===== src/rtl/core/salsa_pkg.sv =====
// Shared constants, types and helper functions for the Salsa20 stream cipher.
package salsa_pkg;

	localparam int ROUNDS_DEFAULT = 20;
	localparam int BLOCK_BYTES    = 64;
	localparam int POS_W          = $clog2(BLOCK_BYTES);
	localparam int WORDS          = 16;
	localparam int CFG_IDX_W      = 3;
	localparam int CFG_W          = 64;

	localparam logic [CFG_IDX_W-1:0] CFG_KEY_LOW     = 3'd0;
	localparam logic [CFG_IDX_W-1:0] CFG_KEY_MIDLOW  = 3'd1;
	localparam logic [CFG_IDX_W-1:0] CFG_KEY_MIDHIGH = 3'd2;
	localparam logic [CFG_IDX_W-1:0] CFG_KEY_HIGH    = 3'd3;
	localparam logic [CFG_IDX_W-1:0] CFG_NONCE       = 3'd4;

	typedef logic [31:0] word_t;

	// "expand 32-byte k"
	localparam word_t SIGMA0 = 32'h6170_7865;
	localparam word_t SIGMA1 = 32'h3320_646e;
	localparam word_t SIGMA2 = 32'h7962_2d32;
	localparam word_t SIGMA3 = 32'h6b20_6574;

	// Quarter-round word indices (a, b, c, d), four quarters per round.
	localparam logic [3:0] COL_IDX [WORDS] = '{
		4'd0,  4'd4,  4'd8,  4'd12,
		4'd5,  4'd9,  4'd13, 4'd1,
		4'd10, 4'd14, 4'd2,  4'd6,
		4'd15, 4'd3,  4'd7,  4'd11
	};
	localparam logic [3:0] ROW_IDX [WORDS] = '{
		4'd0,  4'd1,  4'd2,  4'd3,
		4'd5,  4'd6,  4'd7,  4'd4,
		4'd10, 4'd11, 4'd8,  4'd9,
		4'd15, 4'd12, 4'd13, 4'd14
	};

	typedef struct packed {
		logic             load;
		logic             step;
		logic             row;
		logic [1:0]       phase;
		logic             feed;
		logic             capture;
		logic             emit;
		logic             emit_live;
		logic [POS_W-1:0] pos;
	} salsa_cmd_t;

	// Rotate the quarter-round sum by the amount tied to each phase.
	function automatic word_t qr_rot(input word_t sum, input logic [1:0] phase);
		word_t r;
		case (phase)
			2'd0: r = {sum[24:0], sum[31:25]};
			2'd1: r = {sum[22:0], sum[31:23]};
			2'd2: r = {sum[18:0], sum[31:19]};
			2'd3: r = {sum[13:0], sum[31:14]};
			default: r = sum;
		endcase
		return r;
	endfunction

endpackage


===== src/rtl/core/salsa_ctrl.sv =====
// Controller: byte position, round sequencing and request handshakes.
module salsa_ctrl #(
	parameter int ROUNDS = salsa_pkg::ROUNDS_DEFAULT
) (
	input  logic                clk,
	input  logic                arst_n,
	input  logic                cfg_hit,
	input  logic                in_valid,
	output logic                in_ready,
	input  logic                in_last,
	output logic                out_valid,
	input  logic                out_ready,
	output salsa_pkg::salsa_cmd_t cmd
);
	import salsa_pkg::*;

	localparam int RND_W    = $clog2(ROUNDS);
	// Whole double rounds only: an odd count drops its last single round.
	localparam int LAST_RND = 2 * (ROUNDS / 2) - 1;

	localparam logic [1:0] ST_IDLE = 2'd0;
	localparam logic [1:0] ST_RUN  = 2'd1;
	localparam logic [1:0] ST_FEED = 2'd2;
	localparam logic [1:0] ST_EMIT = 2'd3;

	logic [1:0]       state_q, state_d;
	logic [POS_W-1:0] pos_q, pos_d;
	logic [RND_W-1:0] round_q, round_d;
	logic [1:0]       phase_q, phase_d;
	logic             last_q, last_d;
	logic             out_valid_q;
	logic             out_free;

	assign out_free  = !out_valid_q || out_ready;
	assign out_valid = out_valid_q;

	always_comb begin
		state_d   = state_q;
		pos_d     = pos_q;
		round_d   = round_q;
		phase_d   = phase_q;
		last_d    = last_q;
		in_ready  = 1'b0;
		cmd       = '0;
		cmd.pos   = pos_q;
		cmd.row   = round_q[0];
		cmd.phase = phase_q;
		case (state_q)
			ST_IDLE: begin
				in_ready = 1'b1;
				if (in_valid) begin
					if (pos_q == '0) begin
						cmd.load    = 1'b1;
						cmd.capture = 1'b1;
						last_d      = in_last;
						round_d     = '0;
						phase_d     = 2'd0;
						state_d     = ST_RUN;
					end else if (out_free) begin
						cmd.emit      = 1'b1;
						cmd.emit_live = 1'b1;
						pos_d         = in_last ? '0 : pos_q + 1'b1;
					end else begin
						cmd.capture = 1'b1;
						last_d      = in_last;
						state_d     = ST_EMIT;
					end
				end
			end
			ST_RUN: begin
				cmd.step = 1'b1;
				phase_d  = phase_q + 2'd1;
				if (phase_q == 2'd3) begin
					if (round_q == RND_W'(LAST_RND)) begin
						state_d = ST_FEED;
					end else begin
						round_d = round_q + 1'b1;
					end
				end
			end
			ST_FEED: begin
				cmd.feed = 1'b1;
				state_d  = ST_EMIT;
			end
			ST_EMIT: begin
				if (out_free) begin
					cmd.emit = 1'b1;
					pos_d    = last_q ? '0 : pos_q + 1'b1;
					state_d  = ST_IDLE;
				end
			end
			default: begin
				state_d = ST_IDLE;
			end
		endcase
		if (cfg_hit) begin
			pos_d = '0;
		end
	end

	always_ff @(posedge clk or negedge arst_n) begin
		if (!arst_n) begin
			state_q     <= ST_IDLE;
			pos_q       <= '0;
			round_q     <= '0;
			phase_q     <= 2'd0;
			last_q      <= 1'b0;
			out_valid_q <= 1'b0;
		end else begin
			state_q <= state_d;
			pos_q   <= pos_d;
			round_q <= round_d;
			phase_q <= phase_d;
			last_q  <= last_d;
			if (cmd.emit) begin
				out_valid_q <= 1'b1;
			end else if (out_ready) begin
				out_valid_q <= 1'b0;
			end
		end
	end

endmodule


===== config.mk =====
export PLATFORM = sky130hd
export DESIGN_NAME = salsa_ctrl
export DESIGN_NICKNAME = d
export VERILOG_FILES = /design/src/rtl/core/salsa_pkg.sv /design/src/rtl/core/salsa_ctrl.sv
export SDC_FILE = /design/constraint.sdc
export NUM_CORES = 1
export LEC_CHECK = 0
export ABC_AREA = 1
export ABC_CLOCK_PERIOD_IN_PS = 2100
export BUFFER_PORTS_ARGS = -buffer_cell sky130_fd_sc_hd__buf_2
export CORE_UTILIZATION = 40
export DETAILED_ROUTE_END_ITERATION = 8
export PLACE_DENSITY = 0.68
export SETUP_SLACK_MARGIN = 0.15
export SYNTH_ARGS = -nofsm -noshare
export SYNTH_HDL_FRONTEND = slang
export SYNTH_SLANG_ARGS = --single-unit

===== constraint.sdc =====
create_clock -name clk -period 2.1 [get_ports clk]
set_input_delay 0.42 -clock clk [delete_from_list [all_inputs] [get_ports clk]]
set_output_delay 0.42 -clock clk [all_outputs]
set_load 0.01 [all_outputs]

# [Yosys cells after proc, flatten, opt, wreduce, memory -nomap -nowiden]
# Cells that the tools add are included.
# Widths: inputs -> output; s select.
[word_totals] ff_bits=17 output_inout_bits=17 elab_cells=80
[op_classes] n_eq_ne=17 n_mux=42 addsub=3 n_reduce_logical=12
[op_table] operator="$mux 6" count=7
[op_table] operator="$mux 2" count=10
[op_table] operator="$mux 5" count=4
[op_table] operator="$mux 1" count=15
[op_table] operator="$ne 3x3->1 const B" count=5
[op_table] operator="$reduce_and 5->1" count=3
[op_table] operator="$ne 2x2->1 const B" count=6
[op_table] operator="$pmux 6 s2" count=1
[op_table] operator="$pmux 5 s2" count=1
[op_table] operator="$pmux 2 s4" count=1
[op_table] operator="$add 6x1->6 const B" count=1
[op_table] operator="$eq 2x2->1 const B" count=3
[op_table] operator="$logic_not 6->1" count=1
[op_table] operator="$reduce_and 3->1" count=2
[op_table] operator="$add 5x1->5 const B" count=1
[op_table] operator="$eq 5x5->1 const B" count=1
[op_table] operator="$pmux 2 s2" count=1
[op_table] operator="$reduce_bool 2->1" count=2
[op_table] operator="$mux 3" count=1
[op_table] operator="$reduce_bool 3->1" count=1
[op_table] operator="$add 2x1->2 const B" count=1
[op_table] operator="$eq 2x1->1 const B" count=1
[op_table] operator="$logic_not 2->1" count=1
[op_table] operator="$ne 2x1->1 const B" count=1
[op_table] operator="other kinds (3)" count=3

# [Depth between registers and ports, before layout]
# Gate-level depths: netlist (run 1).
[logic_depth] depth_word=7 mapped_depth=10 ltp_nobuf=10

# [Least setup slack after synthesis (run 1)]
# No wires, ideal clock.
[synth_path] path_kind="flip-flop to output port" startpoint="reg state_q[0]" endpoint="out cmd[7] in the netlist's numbering" arrival_ps=1319 path_buffers=0 required_ps=1680 path_stages_with_launch=7 setup_slack_ps=361 path_cell_list="dfrtp_1 -> inv_1 -> ha_1 -> nand2_1 -> o22ai_1 -> inv_1 -> nor2_1"
[synth_lines] item="start: declaration" line="salsa_ctrl.sv:26" source="logic [1:0] state_q, state_d;"
[synth_lines] item="start signal: assignment" line="salsa_ctrl.sv:110" source="state_q <= state_d;"
[synth_lines] item="end: declaration" line="salsa_ctrl.sv:13" source="output salsa_pkg::salsa_cmd_t cmd"

==> results of run 1 <==
## flip-flops by register name, summed over array words and instances, names as in the netlist
signal     count
round_q        5
pos_q          6
phase_q        2
state_q        2
out_valid      1
last_q         1
## how the worst max path moves through the flow
stage,start,to,cells past startpoint
6_report,pos_q[3],cmd[7],7
5_1_grt,state_q[0],cmd[7],7
4_1_cts,state_q[1],cmd[7],7
3_5_place_dp,pos_q[0],cmd[7],8
3_3_place_gp,pos_q[0],cmd[7],8
2_1_floorplan,state_q[0],cmd[7],6
## cells in the final DEF (no fill, tap or decap), types with 4 or more instances in the layout
master	instances
dfrtp_1	16
nand2_2	4
o21ai_0	15
nand3_1	13
inv_1	21
o21ai_1	5
inv_2	4
nor2_1	12
ha_1	5
buf_4	16
buf_2	22
nand2_1	34
## synthesized netlist by cell type, drive strengths merged
cell type and n:
ha 8, xor2 3, nand3b 1, o21ai 21
buf 3, nor2 15, nand4 2, o22ai 2
inv 25, nand2 41, a21oi 4, clkinv 1
dfrtp 17, nand3 14, xnor2 1, nor3 1
## where the power goes
part           total [mW]  internal, mW  switching, mW
combinational        1.32         0.575          0.746
clock               0.185        0.0710          0.114
sequential          0.514         0.416         0.0977
## worst max-delay path, stage by stage, from the launching register on
cell and delay [ns]:
dfrtp_2 0.47, nor2_2 0.19, nand3_4 0.12, nand2_4 0.10, o22ai_2 0.06, inv_1 0.08, nor2_1 0.04, buf_2 0.13
## cell type report
class | instances | area (µm²) | area share [%]
Clock buffer | 3 | 22.5 | 1.49
Clock inverter | 1 | 5.00 | 0.332
Inverter | 26 | 103 | 6.80
Multi-Input combinational cell | 113 | 682 | 45.2
Sequential cell | 17 | 427 | 28.3
Tap cell | 31 | 38.8 | 2.57
Timing Repair Buffer | 38 | 230 | 15.3
## kinds of logic (layout without fill, tap and decap cells)
group / after synthesis / in the layout
XOR/XNOR: 4 / 4
AND/OR/NAND/NOR: 74 / 74
AO/OA/AOI/OAI: 27 / 27
buffers and inverters: 29 / 68
adder cells (fa/ha/maj): 8 / 8
flip-flops: 17 / 17
## layer usage
layer | track usage (%) | part of all wire [%] | wire length (µm)
met5 | 0 | 0 | 0
met4 | 6.27 | 1.5 | 42
met3 | 4.19 | 6.8 | 186
met2 | 33.0 | 49 | 1340
met1 | 22.0 | 43 | 1170
## timing repair
action	CTS	global route
setup endpoints to repair	2	2
buffers inserted	6	7
pin swaps	0	2
resized for setup	8	7
==> results.py, run 1 <==
metrics = {
    "grt": {
        "grt_pass1_wl_mm": 4.66,
        "grt_usage_pct": 18.6,
        "grt.overflow.total": 0,
        "grt_max_degree": 18,
        "grt_pass1_vias": 1107,
        "antenna_found_initial": 0,
    },
    "logic_synthesis": {
        "synthMuxAreaShare_pct": 0,
        "synth_area_leader_cell": "dfrtp_1",
        "synth_compound_area_share_pct": 12.4,
        "postSynthAreaPerCell_um2": 7.39,
        "synthXorXnorAreaFrac_pct": 2.98,
        "syn_inst": 159,
        "synth_fp_nets": 173,
        "ys_types": 26,
        "synth_fa_ha_area_share_pct": 8.52,
        "yosysSeqAreaShare_pct": 36.2,
        "yosysTopAreaCellShare_pct": 36.2,
        "netlist_area_um2": 1170,
        "yosys-top-cells-area": "dfrtp_1 (36%), nand2_1 (11%), ha_1 (8.5%), inv_1 (7.7%), o21ai_0 (6.4%)",
        "yosys.area_share.simple_pct": 29.2,
        "ys_ff_latch": 17,
        "synth_top_family_by_area": "simple AND/OR/NAND/NOR gates",
        "synth_warnings": 0,
    },
    "worst_setup_path": {
        "critPathLaunchType": "flip-flop",
        "arrival_ns": 1.49,
        "end_kind": "primary output",
        "worst_ep_required_time_ns": 1.68,
        "crit_type": "reg2out",
        "worst-r2r-cell-count": 10,
        "timing.rr.start": "state_q[1]",
        "worst_r2r_endpoint": "round_q[4]",
        "reg2reg_slack_ns": 0.46,
        "cp_max_fo": 7,
    },
    "power_and_ir_drop": {
        "p_per_area_nw_per_um2": 1340,
        "power.leakage_nw": 0.808,
        "power_mw": 2.02,
        "max-vdd-ir-drop_uv": 991,
    },
    "finish": {
        "fin_area_um2": 1510,
        "drive_gt1_share_pct": 32.8,
        "n_antenna_cell": 0,
        "area_delta_synth_final_pct": 28.3,
        "fin_cells": 229,
        "final_nets": 213,
        "final_util_pct": 54.7,
        "n_fill_cell": 249,
    },
    "clock_network": {
        "cts.sinks": 17,
        "root_buffer": "clkbuf_4",
        "insertion_delay_ns": 0.30,
        "cts_buffer_depth": 2,
        "clkTransAtPathRegs_ns": 0.11,
        "holdBufCountCts": 0,
        "numCtsBuffers": 3,
        "h-tree-depth": 1,
        "cts_tree": "built",
    },
    "placement": {
        "port_buffers": 22,
        "preCtsSetupSlack_ns": 0.367,
        "placed_area_um2": 1320,
        "gp_congestion": 0.866,
        "dp_hpwl_mm": 1.93,
        "post-place-cells": 212,
    },
    "sta": {
        "period_share_pct": 90.9,
        "fmax_mhz": 524,
        "timing.final.ws_setup_ns": 0.190,
        "timing.setup.tns_ns": 0,
        "holdWs_ns": 0.0260,
        "fin_worst_skew_ns": 0.00800,
        "tightest_slew_ns": 0.398,
        "period_needed_ns": 1.91,
        "final-max-slew-violation-count": 0,
        "final_hold_viol_count": 0,
        "rsz0062_at_grt": "yes",
        "setup_viol": 0,
        "slew_headroom_pct": 73.4,
    },
    "die": {
        "fp.dieW_um": 56.2,
        "core_area_um2": 2760,
        "initial_core_util_pct": 42.6,
        "top_level_ports": 23,
        "die_y_um": 56.2,
        "die_area_um2": 3160,
        "row_count": 19,
    },
    "route": {
        "drt_iter0_markers": 52,
        "vias": 1170,
        "drc": 0,
        "wl_per_cell_um": 12.0,
        "ant_nets": 0,
        "dr.pass1.iters": 4,
        "drt-vias-per-instance": 5.11,
        "routed_wl_mm": 2.74,
    },
    "hold_path": {
        "hp-class": "in2async",
    },
    "flow_run": {
        "cap_violations": 0,
    },
    "outcome": {
        "status": "completed",
    },
}
No activity file was read; power rests on OpenSTA's default activity.
==> inputs of run 2 (changes only) <==
- ABC_AREA: 1 -> unset
- CELL_PAD_IN_SITES_DETAIL_PLACEMENT: unset -> 1
- CELL_PAD_IN_SITES_GLOBAL_PLACEMENT: unset -> 1
- PLACE_DENSITY: 0.68 -> 0.83
==> results.py, run 2 <==
metrics = {
    "grt": {
        "grt_max_degree": 18,
        "antenna_found_initial": 0,
        "grt_pass1_wl_mm": 5.85,
        "grt_pass1_vias": 1200,
        "grt_usage_pct": 24.3,
        "grt.overflow.total": 0,
    },
    "route": {
        "drt_iter0_markers": 30,
        "wl_per_cell_um": 20.2,
        "drc": 0,
        "vias": 1160,
        "dr.pass1.iters": 4,
        "ant_nets": 0,
        "routed_wl_mm": 3.89,
        "drt-vias-per-instance": 6.01,
    },
    "finish": {
        "final_nets": 177,
        "reg_top3": "pos_q (6), round_q (5)",
        "mostFrequentLayoutCell": "buf_2",
        "max_flop_register": "pos_q",
        "area_delta_synth_final_pct": 34.0,
        "fin_cells": 193,
        "layout_common_cells": "buf_2 (22), dfrtp_1 (17), buf_4 (16), nand3_1 (8), nor2_1 (7)",
        "n_antenna_cell": 0,
        "drive_gt1_share_pct": 48.1,
        "final_util_pct": 56.8,
        "largest_reg_flops": 6,
    },
    "die": {
        "top_level_ports": 23,
        "row_count": 19,
        "initial_core_util_pct": 42.4,
        "die_area_um2": 3170,
        "die_y_um": 56.3,
        "core_area_um2": 2780,
        "fp.dieW_um": 56.3,
    },
    "logic_synthesis": {
        "ys_types": 42,
        "netlist_area_um2": 1180,
        "yosysMostFrequentCell": "dfrtp_1",
        "syn_inst": 122,
        "synth_warnings": 0,
        "synth_edf_count": 0,
        "synthArstFlopShare_pct": 100,
        "synth_fp_nets": 136,
        "yosysSeqAreaShare_pct": 36.1,
        "postSynthAreaPerCell_um2": 9.66,
        "yosys-top-cells-count": "dfrtp_1 (17), a21oi_1 (10), ha_1 (8), nand3_1 (8), nor2_1 (8)",
        "synth_top_flop_cell": "dfrtp_1",
        "synth_area_leader_cell": "dfrtp_1",
        "yosysTopAreaCellShare_pct": 36.1,
        "yosys-top-cells-area": "dfrtp_1 (36%), ha_1 (8.5%), a21oi_1 (4.2%), mux2_2 (3.8%), nand3_1 (3.4%)",
        "ys_ff_latch": 17,
    },
    "clock_network": {
        "root_buffer": "clkbuf_4",
        "numCtsBuffers": 3,
        "cts.sinks": 17,
        "holdBufCountCts": 0,
        "clkTransAtPathRegs_ns": 0.12,
        "cts_buffer_depth": 2,
        "h-tree-depth": 1,
        "insertion_delay_ns": 0.33,
        "cts_tree": "built",
    },
    "sta": {
        "timing.final.ws_setup_ns": -0.0387,
        "slew_headroom_pct": 67.3,
        "period_share_pct": 102,
        "period_needed_ns": 2.14,
        "timing.setup.tns_ns": -0.0472,
        "fin_worst_skew_ns": 0.0160,
        "setup_viol": 3,
        "final-max-slew-violation-count": 0,
        "final_hold_viol_count": 0,
        "tightest_slew_ns": 0.488,
        "rsz0062_at_grt": "yes",
        "fmax_mhz": 468,
    },
    "placement": {
        "dp_hpwl_mm": 2.22,
        "gp_congestion": 0.789,
        "preCtsSetupSlack_ns": 0.0916,
        "post-place-cells": 171,
        "port_buffers": 22,
    },
    "worst_setup_path": {
        "crit_type": "reg2out",
        "worst_ep_required_time_ns": 1.68,
        "cp_max_fo": 4,
        "end_kind": "primary output",
        "arrival_ns": 1.72,
        "critPathLaunchType": "flip-flop",
    },
    "power_and_ir_drop": {
        "max-vdd-ir-drop_uv": 998,
        "power.leakage_nw": 0.708,
        "power_mw": 1.90,
        "p_per_area_nw_per_um2": 1200,
    },
    "flow_run": {
        "cap_violations": 0,
    },
    "hold_path": {
        "hp-class": "in2async",
    },
    "outcome": {
        "status": "complete, but fails checks",
        "violations": "setup timing",
    },
}
run 2: timing repair:
item	CTS	global route
buffers inserted	9	9
endpoints found under the hold margin	0	0
gates resized for setup	14	20
setup endpoints to repair	15	14
pin swaps	6	13
run 2: final timing paths:
kind                       cells after the start          to     start  slack [ns]
setup / recovery                               6      cmd[6]  pos_q[0]       -0.04
hold / removal                                 1    pos_q[5]    arst_n       0.003
setup reg to reg                               9    pos_q[4]  pos_q[0]        0.01
hold reg to reg                                1      last_q    last_q        0.55
max in group asynchronous                      1  phase_q[1]    arst_n        1.79
min in group clk                               2    pos_q[5]   cfg_hit        0.34
run 2: area by class of cell:
cell class	count	area (µm²)
inverter	6	22.5
tap	31	38.8
sequential	17	425
timing repair buffer	40	253
multi-input combinational	95	813
clock buffer	4	26.3
fill	339	1200
run 2: cell families after synthesis:
logic type,synth area share (%)
AOI/OAI and AO/OA,21.7
adders and majority gates,8.49
buffers and inverters,5.09
DFF,36.1
muxes,5.52
and+or+nand+nor,23.1
run 2: metal layers:
layer  vias to the layer above  part of all wire (%)  track usage, %
li1                        537                     -               -
met4                         0                   3.9            11.8
met3                        13                   2.6            5.07
met2                        26                    54            44.0
met5                         -                     0               0
met1                       584                    39            26.6
run 2: stage by stage:
stage | hold slack, ns | instance area (µm²)
floorplan | 0.124 | 1180
global placement | 0.367 | 1290
detailed placement | 0.380 | 1290
CTS | 0.0263 | 1440
global route | 0.0308 | 1580
finish | 0.00287 | 1580
run 2: critical path, cell delays in order (launching register included):
cell	delay [ns]
dfrtp_1	0.42
inv_2	0.08
ha_4	0.13
or3b_4	0.43
nor2_4	0.13
nor3_2	0.05
buf_2	0.14
run 2: where the power goes:
group	total (mW)	switching (mW)	internal [mW]
clock network	0.201	0.126	0.0747
registers	0.479	0.0694	0.409
logic	1.22	0.658	0.559
total	1.90	0.853	1.04
==> inputs of run 3 (changes only) <==
==> constraint.sdc (replaced) <==
create_clock -name clk -period 2.1 [get_ports clk]
set_input_delay 0.42 -clock clk [delete_from_list [all_inputs] [get_ports clk]]
set_output_delay 0.42 -clock clk [all_outputs]
set_load 0.02 [all_outputs]
==> results.py, run 3 (same netlist as run 2, synthesis figures left out) <==
metrics = {
    "outcome": {
        "status": "complete, but fails checks",
        "violations": "setup timing",
    },
    "clock_network": {
        "holdBufCountCts": 0,
        "h-tree-depth": 1,
        "clkTransAtPathRegs_ns": 0.12,
        "insertion_delay_ns": 0.33,
        "cts_tree": "built",
        "cts.sinks": 17,
        "root_buffer": "clkbuf_4",
        "numCtsBuffers": 3,
        "cts_buffer_depth": 2,
    },
    "power_and_ir_drop": {
        "p_per_area_nw_per_um2": 1380,
        "power_mw": 2.47,
        "power.leakage_nw": 0.795,
        "max-vdd-ir-drop_uv": 1110,
    },
    "route": {
        "wl_per_cell_um": 25.0,
        "routed_wl_mm": 5.17,
        "vias": 1300,
        "drt_iter0_markers": 79,
        "drt-vias-per-instance": 6.28,
        "dr.pass1.iters": 4,
        "drc": 0,
        "ant_nets": 0,
    },
    "sta": {
        "period_needed_ns": 2.19,
        "final-max-slew-violation-count": 0,
        "rsz0062_at_grt": "yes",
        "timing.setup.tns_ns": -0.328,
        "final_hold_viol_count": 0,
        "tightest_slew_ns": 0.537,
        "timing.final.ws_setup_ns": -0.0889,
        "slew_headroom_pct": 64.0,
        "period_share_pct": 104,
        "fmax_mhz": 457,
        "setup_viol": 9,
        "fin_worst_skew_ns": 0.00928,
    },
    "placement": {
        "dp_hpwl_mm": 2.21,
        "gp_congestion": 0.774,
        "preCtsSetupSlack_ns": 0.0637,
        "port_buffers": 22,
    },
    "grt": {
        "grt_usage_pct": 26.8,
        "antenna_found_initial": 0,
        "grt_pass1_wl_mm": 6.47,
        "grt.overflow.total": 0,
        "grt_pass1_vias": 1297,
        "grt_max_degree": 18,
    },
    "die": {
        "initial_core_util_pct": 42.4,
        "die_y_um": 56.3,
        "fp.dieW_um": 56.3,
        "core_area_um2": 2780,
        "top_level_ports": 23,
        "row_count": 19,
        "die_area_um2": 3170,
    },
    "finish": {
        "final_util_pct": 64.3,
        "largest_reg_flops": 6,
        "area_delta_synth_final_pct": 51.8,
        "reg_top3": "pos_q (6), round_q (5)",
        "n_antenna_cell": 0,
        "drive_gt1_share_pct": 55.7,
        "final_nets": 191,
        "max_flop_register": "pos_q",
        "layout_common_cells": "buf_4 (24), buf_2 (18), dfrtp_1 (16), buf_6 (11), nand3_1 (8)",
        "mostFrequentLayoutCell": "buf_4",
    },
    "worst_setup_path": {
        "end_kind": "primary output",
        "cp_cell_sequence": "nor2_1, a21oi_2, nor2_2, buf_6",
        "critPathLaunchType": "flip-flop",
        "worst_ep_required_time_ns": 1.68,
        "crit_type": "reg2out",
        "crit_slowest_cell": "dfrtp_1",
        "critPathMaxStageDelay_ns": 0.47,
        "arrival_ns": 1.77,
        "cp_max_fo": 7,
    },
    "flow_run": {
        "cap_violations": 0,
    },
    "hold_path": {
        "hp-class": "in2async",
    },
}
## run 3: what timing repair did
action                                  in CTS  in global routing
setup buffers                               18                 13
resized for setup                           26                 27
pin swaps                                   16                 11
endpoints found under the setup margin      14                 16
## run 3: area by class of cell
type                    instances  area [µm²]
clock buffers                   4        26.3
fillers                       298         992
inverters                       6        22.5
multi-input cells              95         861
flip-flops and latches         17         427
well taps                      31        38.8
repair buffers                 54         414
## run 3: power by group
part,internal (mW),switching (mW),leakage (nW)
Combinational,0.874,0.908,0.556
Sequential,0.410,0.0760,0.224
Clock,0.0747,0.130,0.0150
## run 3: layer usage
layer / track usage, % / vias to the layer above / share of wire [%]
met5: 0 / - / 0
met4: 9.76 / 0 / 5.1
li1: - / 565 / -
met1: 30.5 / 646 / 38
met3: 4.61 / 26 / 4.4
met2: 50.0 / 63 / 52
## run 3: path summary, 6_finish.rpt
path / startpoint / endpoint / slack [ns] / cells after the start
max: pos_q[4] / cmd[8] / -0.09 / 4
min: arst_n / pos_q[4] / 0.01 / 1
max reg2reg: pos_q[0] / pos_q[0] / -0.02 / 9
min reg2reg: last_q / last_q / 0.56 / 1
max in group asynchronous: arst_n / pos_q[0] / 1.76 / 1
min in group clk: cfg_hit / pos_q[4] / 0.35 / 2
## run 3: critical path, delay by kind of cell (launching register included)
family / cells / cell delay [ns]
simple gates: 2 / 0.66
compound gates: 1 / 0.16
buf+inv: 1 / 0.15
flops: 1 / 0.47
## run 3: metrics by stage
step | hold slack, ns | cells | cell area (µm²)
CTS | 0.0461 | 194 | 1560
finish | 0.0114 | 207 | 1790
detailed placement | 0.375 | 172 | 1320
global route | 0.0378 | 207 | 1790
global placement | 0.372 | 172 | 1320
floorplan | 0.124 | 122 | 1200
